`config.mk`:
```
export PLATFORM = sky130hd
export DESIGN_NAME = multichannel_audio_presence_detect_unit_flat
export DESIGN_NICKNAME = d
export VERILOG_FILES = /design/src/rtl/core/mapd_pkg.sv /design/src/rtl/core/mapd_ifs.sv /design/src/rtl/core/mapd_ctrl.sv /design/src/rtl/core/mapd_datapath.sv /design/src/rtl/core/multichannel_audio_presence_detect_unit.sv /design/src/flat_wrapper.sv
export SDC_FILE = /design/constraint.sdc
export NUM_CORES = 2
export LEC_CHECK = 0
export BUFFER_PORTS_ARGS = -buffer_cell sky130_fd_sc_hd__buf_4
export CAP_MARGIN = 15
export CORE_ASPECT_RATIO = 1.25
export CORE_MARGIN = 2
export CORE_UTILIZATION = 54
export DETAILED_ROUTE_END_ITERATION = 8
export PLACE_DENSITY = 0.7
export SETUP_SLACK_MARGIN = 0.1
export SLEW_MARGIN = 40
export SYNTH_ARGS = -nofsm -noshare
export SYNTH_HDL_FRONTEND = slang
export SYNTH_SLANG_ARGS = --single-unit
```
`constraint.sdc`:
```
create_clock -name clk -period 13.3 [get_ports clk]
set_input_delay 1.33 -clock clk [delete_from_list [all_inputs] [get_ports clk]]
set_output_delay 1.33 -clock clk [all_outputs]
set_load 0.03 [all_outputs]
```
`src/rtl/core/mapd_pkg.sv`:
```
// shared types, constants and helpers of the audio presence detector
package mapd_pkg;

    // fixed field widths
    localparam int MAX_CHANNELS = 8;
    localparam int ADC_BITS     = 10;
    localparam int THR_BITS     = 10;
    localparam int MASK_BITS    = 8;

    // defaults of the top level parameters
    localparam int WINDOW_DEPTH_DEFAULT  = 30;
    localparam int CHANNEL_COUNT_DEFAULT = 8;
    localparam int SAMPLE_BITS_DEFAULT   = 10;

    // reset values
    localparam int BASELINE_RESET  = 550;
    localparam int THRESHOLD_RESET = 10;

    typedef logic [ADC_BITS-1:0]  adc_word_t;
    typedef logic [THR_BITS-1:0]  thr_t;
    typedef logic [MASK_BITS-1:0] mask_t;

    // commands from the controller to the datapath
    typedef struct packed {
        logic capture;
        logic scan_step;
        logic load_out;
    } ctrl_cmd_t;

    // status from the datapath to the controller
    typedef struct packed {
        logic scan_last;
        logic out_free;
    } dp_status_t;

    // mask position of an adc channel: pairs in reverse order, left then right
    function automatic logic [2:0] mask_bit_of(input int adc);
        logic [2:0] a;
        a = 3'(adc);
        return 3'd6 - {a[2:1], 1'b0} + {2'b00, a[0]};
    endfunction

endpackage

```
`src/rtl/core/mapd_ifs.sv`:
```
// item channels of the audio presence detector

// one frame of adc samples
interface mapd_frame_if;
    logic                valid;
    logic                ready;
    mapd_pkg::adc_word_t adc0_sample;
    mapd_pkg::adc_word_t adc1_sample;
    mapd_pkg::adc_word_t adc2_sample;
    mapd_pkg::adc_word_t adc3_sample;
    mapd_pkg::adc_word_t adc4_sample;
    mapd_pkg::adc_word_t adc5_sample;
    mapd_pkg::adc_word_t adc6_sample;
    mapd_pkg::adc_word_t adc7_sample;

    modport source (
        output valid, adc0_sample, adc1_sample, adc2_sample, adc3_sample,
               adc4_sample, adc5_sample, adc6_sample, adc7_sample,
        input  ready
    );
    modport sink (
        input  valid, adc0_sample, adc1_sample, adc2_sample, adc3_sample,
               adc4_sample, adc5_sample, adc6_sample, adc7_sample,
        output ready
    );
endinterface

// one presence result
interface mapd_result_if;
    logic            valid;
    logic            ready;
    mapd_pkg::mask_t active_mask;
    logic            mask_changed;

    modport source (
        output valid, active_mask, mask_changed,
        input  ready
    );
    modport sink (
        input  valid, active_mask, mask_changed,
        output ready
    );
endinterface

```
`src/rtl/core/mapd_ctrl.sv`:
```
// sequencing state machine of the audio presence detector
module mapd_ctrl (
    input  logic                 clk,
    input  logic                 rst_n,
    input  logic                 in_valid,
    output logic                 in_ready,
    input  mapd_pkg::dp_status_t status,
    output mapd_pkg::ctrl_cmd_t  cmd
);
    import mapd_pkg::*;

    localparam logic [1:0] S_IDLE  = 2'd0;
    localparam logic [1:0] S_SCAN  = 2'd1;
    localparam logic [1:0] S_DRAIN = 2'd2;
    localparam logic [1:0] S_EVAL  = 2'd3;

    logic [1:0] state_reg;
    logic [1:0] state_next;

    // next state and commands
    always_comb
    begin
        state_next    = state_reg;
        in_ready      = 1'b0;
        cmd.capture   = 1'b0;
        cmd.scan_step = 1'b0;
        cmd.load_out  = 1'b0;
        case (state_reg)
            S_IDLE:
            begin
                in_ready    = 1'b1;
                cmd.capture = in_valid;
                if (in_valid)
                begin
                    state_next = S_SCAN;
                end
            end
            S_SCAN:
            begin
                cmd.scan_step = 1'b1;
                if (status.scan_last)
                begin
                    state_next = S_DRAIN;
                end
            end
            S_DRAIN:
            begin
                state_next = S_EVAL;
            end
            S_EVAL:
            begin
                cmd.load_out = status.out_free;
                if (status.out_free)
                begin
                    state_next = S_IDLE;
                end
            end
            default:
            begin
                state_next = S_IDLE;
            end
        endcase
    end

    // state register
    always_ff @(posedge clk or negedge rst_n)
    begin
        if (!rst_n)
        begin
            state_reg <= S_IDLE;
        end
        else
        begin
            state_reg <= state_next;
        end
    end

    // an accepted item always starts a ring scan
    assert property (@(posedge clk) disable iff (!rst_n)
        cmd.capture |=> cmd.scan_step)
        else $error("scan did not follow item capture");

    // a result is only loaded when the output register can take it
    assert property (@(posedge clk) disable iff (!rst_n)
        cmd.load_out |-> (status.out_free && !in_ready))
        else $error("result loaded into a busy output register");

endmodule

```
`src/rtl/core/mapd_datapath.sv`:
```
// ring memory, peak scan, baselines and result register of the detector
module mapd_datapath #(
    parameter int WINDOW_DEPTH  = mapd_pkg::WINDOW_DEPTH_DEFAULT,
    parameter int CHANNEL_COUNT = mapd_pkg::CHANNEL_COUNT_DEFAULT,
    parameter int SAMPLE_BITS   = mapd_pkg::SAMPLE_BITS_DEFAULT
) (
    input  logic                 clk,
    input  logic                 rst_n,
    input  mapd_pkg::ctrl_cmd_t  cmd,
    output mapd_pkg::dp_status_t status,
    input  logic                 cfg_wr_en,
    input  mapd_pkg::thr_t       cfg_wr_data,
    input  mapd_pkg::adc_word_t  frame_samples [mapd_pkg::MAX_CHANNELS],
    input  logic                 out_ready,
    output logic                 out_valid,
    output mapd_pkg::mask_t      out_mask,
    output logic                 out_changed
);
    import mapd_pkg::*;

    localparam int AW = (WINDOW_DEPTH > 1) ? $clog2(WINDOW_DEPTH) : 1;
    localparam int RW = CHANNEL_COUNT * SAMPLE_BITS;
    localparam int BW = (SAMPLE_BITS > THR_BITS) ? SAMPLE_BITS : THR_BITS;
    localparam logic [AW-1:0] LAST_ADDR = AW'(WINDOW_DEPTH - 1);

    logic [RW-1:0]           ring_mem [WINDOW_DEPTH];
    logic [RW-1:0]           wr_row;
    logic [RW-1:0]           rd_row_reg;
    logic                    rd_ok_reg;
    logic                    rd_pend_reg;
    logic [WINDOW_DEPTH-1:0] row_valid_reg;
    logic [AW-1:0]           pos_reg;
    logic [AW-1:0]           pos_next;
    logic [AW-1:0]           scan_addr_reg;
    logic [SAMPLE_BITS-1:0]  peak_reg [CHANNEL_COUNT];
    logic [BW-1:0]           base_reg [CHANNEL_COUNT];
    logic [BW-1:0]           base_next [CHANNEL_COUNT];
    logic [CHANNEL_COUNT-1:0] active;
    thr_t                    thr_reg;
    mask_t                   prev_mask_reg;
    mask_t                   mask_next;
    logic                    out_valid_reg;
    mask_t                   out_mask_reg;
    logic                    out_changed_reg;

    // incoming frame as one memory row, samples cut to the stored width
    always_comb
    begin
        wr_row = '0;
        for (int c = 0; c < CHANNEL_COUNT; c++)
        begin
            wr_row[c*SAMPLE_BITS +: SAMPLE_BITS] = SAMPLE_BITS'(frame_samples[c]);
        end
    end

    // ring memory: one row per window slot, all channels side by side
    always_ff @(posedge clk)
    begin
        if (cmd.capture)
        begin
            ring_mem[pos_reg] <= wr_row;
        end
        if (cmd.scan_step)
        begin
            rd_row_reg <= ring_mem[scan_addr_reg];
        end
    end

    // row valid bits, read flags and scan address
    always_ff @(posedge clk or negedge rst_n)
    begin
        if (!rst_n)
        begin
            row_valid_reg <= '0;
            rd_ok_reg     <= 1'b0;
            rd_pend_reg   <= 1'b0;
            scan_addr_reg <= '0;
        end
        else
        begin
            rd_pend_reg <= cmd.scan_step;
            if (cmd.capture)
            begin
                row_valid_reg[pos_reg] <= 1'b1;
                scan_addr_reg          <= '0;
            end
            else if (cmd.scan_step)
            begin
                rd_ok_reg <= row_valid_reg[scan_addr_reg];
                if (scan_addr_reg != LAST_ADDR)
                begin
                    scan_addr_reg <= scan_addr_reg + 1'b1;
                end
            end
        end
    end

    // per channel running peak; a never written slot reads as all ones
    for (genvar c = 0; c < CHANNEL_COUNT; c++)
    begin : g_peak
        logic [SAMPLE_BITS-1:0] rd_sample;

        assign rd_sample = rd_ok_reg ? rd_row_reg[c*SAMPLE_BITS +: SAMPLE_BITS] : '1;

        always_ff @(posedge clk)
        begin
            if (cmd.capture)
            begin
                peak_reg[c] <= '0;
            end
            else if (rd_pend_reg && (rd_sample > peak_reg[c]))
            begin
                peak_reg[c] <= rd_sample;
            end
        end

        // baseline falls to the peak, then compare the rise with the threshold
        always_comb
        begin
            if (BW'(peak_reg[c]) < base_reg[c])
            begin
                base_next[c] = BW'(peak_reg[c]);
            end
            else
            begin
                base_next[c] = base_reg[c];
            end
            active[c] = (BW'(peak_reg[c]) - base_next[c]) > BW'(thr_reg);
        end
    end

    // mask bit placement by adc pair
    always_comb
    begin
        mask_next = '0;
        for (int c = 0; c < CHANNEL_COUNT; c++)
        begin
            mask_next[mask_bit_of(c)] = active[c];
        end
    end

    assign pos_next = (pos_reg == LAST_ADDR) ? '0 : pos_reg + 1'b1;

    // threshold, baselines, position, previous mask and output register
    always_ff @(posedge clk or negedge rst_n)
    begin
        if (!rst_n)
        begin
            thr_reg         <= thr_t'(THRESHOLD_RESET);
            pos_reg         <= '0;
            prev_mask_reg   <= '0;
            out_valid_reg   <= 1'b0;
            out_mask_reg    <= '0;
            out_changed_reg <= 1'b0;
            for (int c = 0; c < CHANNEL_COUNT; c++)
            begin
                base_reg[c] <= BW'(BASELINE_RESET);
            end
        end
        else
        begin
            if (cfg_wr_en)
            begin
                thr_reg <= cfg_wr_data;
            end
            if (cmd.load_out)
            begin
                for (int c = 0; c < CHANNEL_COUNT; c++)
                begin
                    base_reg[c] <= base_next[c];
                end
                pos_reg         <= pos_next;
                prev_mask_reg   <= mask_next;
                out_mask_reg    <= mask_next;
                out_changed_reg <= (mask_next != prev_mask_reg);
                out_valid_reg   <= 1'b1;
            end
            else if (out_ready)
            begin
                out_valid_reg <= 1'b0;
            end
        end
    end

    assign status.scan_last = (scan_addr_reg == LAST_ADDR);
    assign status.out_free  = !out_valid_reg || out_ready;
    assign out_valid        = out_valid_reg;
    assign out_mask         = out_mask_reg;
    assign out_changed      = out_changed_reg;

    // a written slot is marked valid
    assert property (@(posedge clk) disable iff (!rst_n)
        cmd.capture |=> row_valid_reg[$past(pos_reg)])
        else $error("written ring slot not marked valid");

    // the change flag compares against the mask of the item before
    assert property (@(posedge clk) disable iff (!rst_n)
        cmd.load_out |=> (out_changed_reg == (out_mask_reg != $past(prev_mask_reg))))
        else $error("mask change flag wrong");

    // every scan starts from the first slot
    assert property (@(posedge clk) disable iff (!rst_n)
        cmd.capture |=> (scan_addr_reg == '0))
        else $error("scan does not start at slot zero");

endmodule

```
`src/rtl/core/multichannel_audio_presence_detect_unit.sv`:
```
// top level of the multichannel audio presence detector
//
// in_frame carries one item per frame: adc0_sample .. adc7_sample, one peak
// sample per adc channel. Each sample enters its channel's ring of the last
// WINDOW_DEPTH samples; the ring peak is compared with a per channel baseline
// that only falls, and a channel is active when the rise exceeds the
// threshold written on cfg_wr_en / cfg_wr_data (reset value 10).
// result carries active_mask and mask_changed, one item per frame.
// An item passes through these steps in order: writing the frame into the ring
// memory, one read per ring slot across all channels in parallel, draining
// the registered read, and updating the baselines and loading the output
// register. The block is ready for the next frame once the result has been
// loaded; it takes no new frame while one is still being scanned, as the
// single read port of the ring memory reads one slot at a time.
// The output register parts the two sides: a frame can be scanned while the
// previous result waits; a stalled receiver holds the block only in its last
// step. Reset marks every ring slot as never written (reads as all ones),
// sets baselines to 550, the previous mask to zero and the ring position to 0.
module multichannel_audio_presence_detect_unit #(
    parameter int WINDOW_DEPTH  = mapd_pkg::WINDOW_DEPTH_DEFAULT,
    parameter int CHANNEL_COUNT = mapd_pkg::CHANNEL_COUNT_DEFAULT,
    parameter int SAMPLE_BITS   = mapd_pkg::SAMPLE_BITS_DEFAULT
) (
    input  logic           clk,
    input  logic           rst_n,
    mapd_frame_if.sink     in_frame,
    mapd_result_if.source  result,
    input  logic           cfg_wr_en,
    input  mapd_pkg::thr_t cfg_wr_data
);
    import mapd_pkg::*;

    ctrl_cmd_t  cmd;
    dp_status_t status;
    adc_word_t  frame_samples [MAX_CHANNELS];

    // frame fields in channel order
    assign frame_samples[0] = in_frame.adc0_sample;
    assign frame_samples[1] = in_frame.adc1_sample;
    assign frame_samples[2] = in_frame.adc2_sample;
    assign frame_samples[3] = in_frame.adc3_sample;
    assign frame_samples[4] = in_frame.adc4_sample;
    assign frame_samples[5] = in_frame.adc5_sample;
    assign frame_samples[6] = in_frame.adc6_sample;
    assign frame_samples[7] = in_frame.adc7_sample;

    // sequencer
    mapd_ctrl u_ctrl (
        .clk      (clk),
        .rst_n    (rst_n),
        .in_valid (in_frame.valid),
        .in_ready (in_frame.ready),
        .status   (status),
        .cmd      (cmd)
    );

    // ring memory and evaluation
    mapd_datapath #(
        .WINDOW_DEPTH  (WINDOW_DEPTH),
        .CHANNEL_COUNT (CHANNEL_COUNT),
        .SAMPLE_BITS   (SAMPLE_BITS)
    ) u_datapath (
        .clk           (clk),
        .rst_n         (rst_n),
        .cmd           (cmd),
        .status        (status),
        .cfg_wr_en     (cfg_wr_en),
        .cfg_wr_data   (cfg_wr_data),
        .frame_samples (frame_samples),
        .out_ready     (result.ready),
        .out_valid     (result.valid),
        .out_mask      (result.active_mask),
        .out_changed   (result.mask_changed)
    );

endmodule

```
`src/flat_wrapper.sv`:
```
// flat-port wrapper written by rule: the top's interface ports become plain ports
module multichannel_audio_presence_detect_unit_flat import mapd_pkg::*;
#(
    parameter int WINDOW_DEPTH  = mapd_pkg::WINDOW_DEPTH_DEFAULT,
    parameter int CHANNEL_COUNT = mapd_pkg::CHANNEL_COUNT_DEFAULT,
    parameter int SAMPLE_BITS   = mapd_pkg::SAMPLE_BITS_DEFAULT
)
  (clk, rst_n, cfg_wr_en, cfg_wr_data, in_frame_valid, in_frame_adc0_sample, in_frame_adc1_sample, in_frame_adc2_sample, in_frame_adc3_sample, in_frame_adc4_sample, in_frame_adc5_sample, in_frame_adc6_sample, in_frame_adc7_sample, in_frame_ready, result_valid, result_active_mask, result_mask_changed, result_ready);
  mapd_frame_if in_frame_i ();
  mapd_result_if result_i ();
  input  logic clk;
  input  logic rst_n;
  input  logic cfg_wr_en;
  input  mapd_pkg::thr_t cfg_wr_data;
  input wire logic [$bits(in_frame_i.valid)-1:0] in_frame_valid;
  input wire logic [$bits(in_frame_i.adc0_sample)-1:0] in_frame_adc0_sample;
  input wire logic [$bits(in_frame_i.adc1_sample)-1:0] in_frame_adc1_sample;
  input wire logic [$bits(in_frame_i.adc2_sample)-1:0] in_frame_adc2_sample;
  input wire logic [$bits(in_frame_i.adc3_sample)-1:0] in_frame_adc3_sample;
  input wire logic [$bits(in_frame_i.adc4_sample)-1:0] in_frame_adc4_sample;
  input wire logic [$bits(in_frame_i.adc5_sample)-1:0] in_frame_adc5_sample;
  input wire logic [$bits(in_frame_i.adc6_sample)-1:0] in_frame_adc6_sample;
  input wire logic [$bits(in_frame_i.adc7_sample)-1:0] in_frame_adc7_sample;
  output wire logic [$bits(in_frame_i.ready)-1:0] in_frame_ready;
  output wire logic [$bits(result_i.valid)-1:0] result_valid;
  output wire logic [$bits(result_i.active_mask)-1:0] result_active_mask;
  output wire logic [$bits(result_i.mask_changed)-1:0] result_mask_changed;
  input wire logic [$bits(result_i.ready)-1:0] result_ready;
  assign in_frame_i.valid = in_frame_valid;
  assign in_frame_i.adc0_sample = in_frame_adc0_sample;
  assign in_frame_i.adc1_sample = in_frame_adc1_sample;
  assign in_frame_i.adc2_sample = in_frame_adc2_sample;
  assign in_frame_i.adc3_sample = in_frame_adc3_sample;
  assign in_frame_i.adc4_sample = in_frame_adc4_sample;
  assign in_frame_i.adc5_sample = in_frame_adc5_sample;
  assign in_frame_i.adc6_sample = in_frame_adc6_sample;
  assign in_frame_i.adc7_sample = in_frame_adc7_sample;
  assign in_frame_ready = in_frame_i.ready;
  assign result_valid = result_i.valid;
  assign result_active_mask = result_i.active_mask;
  assign result_mask_changed = result_i.mask_changed;
  assign result_i.ready = result_ready;
  multichannel_audio_presence_detect_unit #(.WINDOW_DEPTH(WINDOW_DEPTH), .CHANNEL_COUNT(CHANNEL_COUNT), .SAMPLE_BITS(SAMPLE_BITS)) u_core (.clk(clk), .rst_n(rst_n), .in_frame(in_frame_i), .result(result_i), .cfg_wr_en(cfg_wr_en), .cfg_wr_data(cfg_wr_data));
endmodule
```
==> impl_metrics.csv <==
group,metric,value,unit
place,place.gp.congestion,0.8721,
route,drtPass1Iterations,6,
setup_path,crit_start,"u_core.u_datapath.base_reg[12]$_DFFE_PN1P_",
floorplanning,rows,187,
global_routing,antenna_found_initial,24,
synth,ys_top_cells_by_area,"edfxtp_1 (68%), mux4_2 (15%), ha_1 (3.3%), dfrtp_1 (2.5%), mux2_2 (1.8%)",
cts,clk-insertion-delay-late,0.93,ns
final_layout,fin_nets,6408,
setup_path,endpoint,"u_core.u_datapath.out_changed$_DFFE_PN0P_",
floorplanning,start_util,54.22,%
route,wirelength,275.4,mm
timing,finalHoldViolations,0,
flow_run,cap_viol_max_count,0,
floorplanning,core_area,207100,sq um
final_layout,largest_reg_flops,2400,
final_layout,syn2layout_area_growth,12.21,%
timing,slew_viol_final,0,
pwr,vdd_drop_max,0.1540,mV
final_layout,final_util,60.84,%
cts,clk_pin_slew,0.06,ns
route,ant_nets,0,
setup_path,reg2reg_from,"u_core.u_datapath.base_reg[12]$_DFFE_PN1P_",
synth,synth_cells,5725,
cts,clock-root-buffer,"clkbuf_16",
synth,yosysTopAreaCell,"edfxtp_1",
synth,synth_edf_count,2560,
synth,syn_area_per_cell,19.61,sq um
place,io_buffers,105,
setup_path,cp_max_fo,20,
route,drc_errors,0,
setup_path,rrSetupSlack,6.85,ns
pwr,power.density,226.7,nW/um^2
cts,hold_buffers,0,
synth,ys_seq_area_share,71.72,%
timing,setup_violations,0,
route,drtIter0Drc,7097,
cts,clock-sinks,2704,
cts,cts_tree,"built",
floorplanning,io_pins,106,
synth,async_reset_ff_share,5.325,%
cts,cts_buffers,274,
cts,cts_max_path_buffers,4,
global_routing,grt_max_degree,90,
final_layout,drive_gt1_share,26.28,%
synth,synthesis.area,112300,sq um
cts,h-tree-depth,5,
route,via_per_inst,6.405,
setup_path,reg2reg_depth,27,
synth,ys_ff_latch,2704,
cts,cts_resized,0,
synth,synth_ff_type,"edfxtp_1",
timing,grt_setup_unrepaired,"false",
global_routing,grt.overflow.total,0,
setup_path,crit_required,14.08,ns
place,hpwl,147.4,mm
timing,min_period,6.454,ns
timing,tightest_slew,1.248,ns
timing,finalCritPeriodShare,48.53,%
final_layout,regMostFlops,"u_core.u_datapath.ring_mem",
global_routing,grt_pass1_vias,57570,
synth,yosysTopAreaCellShare,68.47,%
synth,synth_cell_types,76,
synth,yosys_warnings,0,
setup_path,arrival,7.24,ns
timing,slew_headroom,16.81,%
final_layout,fill_cells,14300,
timing,fmax,154.9,MHz
global_routing,grt.total_usage,26.29,%
synth,synth.net_count,6123,
floorplanning,die_w,411.8,um
pwr,p_leak,41.24,nW
worst_hold_path,hold_path.class,"in -> async",
floorplanning,dieArea,211600,sq um
setup_path,crit_type,"reg -> reg",
setup_path,r2r-end,"u_core.u_datapath.out_changed$_DFFE_PN0P_",
run_status,status,"finished clean",
setup_path,end_kind,"flop",
global_routing,grt_pass1_wl,399.0,mm
floorplanning,die_h,513.8,um
timing,worst_clock_skew,0.06027,ns
timing,final.setup.tns,0,ns
route,post_drt_wl_per_cell,30.81,um
cts,cts_setup_buffers,0,
setup_path,start_kind,"flop",
route,vias,57270,
-- cells in the final DEF, fill, tap and decap left out, types with 12 or more instances in the layout --
cell       count
o21a_1        34
a21oi_1      135
nand2_1      187
clkinv_1      54
mux2i_1       12
nor2_4        30
nor3_1        29
buf_16        17
nor2b_1      115
clkbuf_16    280
a21o_1        40
nor2_1       134
xor2_1        20
buf_4        168
clkinv_2      44
bufinv_16     19
nand4_1       29
o211ai_1      20
or2_2         35
a31oi_1       13
ha_1         297
buf_6         26
dfrtp_1      103
nand2b_1      92
inv_1        223
o31a_1        16
edfxtp_1    2560
o21ai_0      176
buf_12        19
mux2_2       175
mux4_2       728
xnor2_1       53
dfstp_2       34
nand3_1       42
clkbuf_1      45
-- power breakdown --
group          internal (mW)  switching, mW
logic                   4.89           5.74
registers               10.1          0.481
clock network           4.22           3.11
total                   19.2           9.33
-- area by class of cell --
class,count,area [sq um],area share [%]
inverters,223,837.1,0.6644
multi-input cells,2566,30250,24.01
diodes,3,7.507,0.005959
clock buffers,327,7203,5.718
flip-flops and latches,2704,80540,63.93
repair buffers,241,2527,2.006
well taps,2740,3428,2.721
clock inverters,137,1180,0.9366
-- worst min-delay path by stage --
stage                                                          from                                              end
floorplan           u_core.u_datapath.row_valid_reg[10]$_DFFE_PN0P_  u_core.u_datapath.row_valid_reg[10]$_DFFE_PN0P_
global placement     u_core.u_datapath.row_valid_reg[2]$_DFFE_PN0P_   u_core.u_datapath.row_valid_reg[2]$_DFFE_PN0P_
detailed placement   u_core.u_datapath.row_valid_reg[6]$_DFFE_PN0P_   u_core.u_datapath.row_valid_reg[6]$_DFFE_PN0P_
CTS                                                           rst_n        u_core.u_datapath.base_reg[6]$_DFFE_PN0P_
global route                                                  rst_n        u_core.u_datapath.base_reg[7]$_DFFE_PN0P_
finish                                                        rst_n        u_core.u_datapath.base_reg[6]$_DFFE_PN0P_
-- layer usage --
metal / wire length [um] / track usage, %
met4: 7935 / 7.687
met2: 131700 / 41.18
met5: 155 / 0
met3: 23310 / 4.528
met1: 112300 / 38.39
-- per-stage QoR --
| step | setup WS (ns) | std cells | total power, mW | hold WS (ns) | cell area (sq um) |
|---|---|---|---|---|---|
| floorplan | 7.421 | 5725 | 18.56 | 0.4337 | 112300 |
| global placement | 6.867 | 8441 | 21.05 | 0.4463 | 116800 |
| detailed placement | 6.843 | 8468 | 21.36 | 0.4526 | 117500 |
| CTS | 6.809 | 8932 | 28.70 | 0.3716 | 125900 |
| global route | 6.277 | 8940 | 30.20 | 0.4201 | 126000 |
| finish | 6.846 | 8941 | 28.56 | 0.4012 | 126000 |
-- cells by family after synthesis --
group	after synthesis	synth area share, %
muxes	915	16.47
buffers and inverters	455	1.566
adders and majority gates	304	3.419
xor gates and xnor gates	73	0.5695
and+or+nand+nor	743	3.313
AOI/OAI and AO/OA	531	2.948
DFF	2704	71.72
-- cell usage after synthesis (6+ instances only) --
library cell  number
a211oi_1          10
a21o_1            40
a21oi_1          135
a221o_1            6
a31oi_1           13
and2_1             9
and3_1            10
and4_1             7
buf_1             34
buf_2             37
clkbuf_1         160
dfrtp_1          110
dfstp_2           34
edfxtp_1        2560
ha_1             298
inv_1            223
mux2_2           175
mux2i_1           12
mux4_2           728
nand2_1          187
nand2b_1          92
nand3_1           42
nand4_1           29
nor2_1           165
nor2b_1          115
nor3_1            29
o2111ai_1          7
o211ai_1          20
o21a_1            34
o21ai_0          176
o31a_1            16
o31ai_1           10
or2_2             35
xnor2_1           53
xor2_1            20
-- worst max-delay path, cell delays in order, from the launching register on --
cell	delay (ns)
dfstp_2	0.55
inv_1	0.05
ha_1	0.32
a21o_1	0.19
a31oi_1	0.18
o21ai_0	0.20
a31oi_4	0.56
mux2_2	0.40
ha_1	0.20
nand2b_1	0.15
a211oi_1	0.38
o21ai_0	0.16
a211o_1	0.32
mux2i_1	0.19
or4_1	0.16
a31o_1	0.16
a21oi_2	0.06
xor2_1	0.14
ha_1	0.28
and4_1	0.22
and3_1	0.23
o21ai_0	0.09
nand2_1	0.07
a211oi_1	0.40
a311o_1	0.19
o221ai_1	0.11
nor4_1	0.28
a31oi_1	0.11
(Power assumes the default switching activity.)
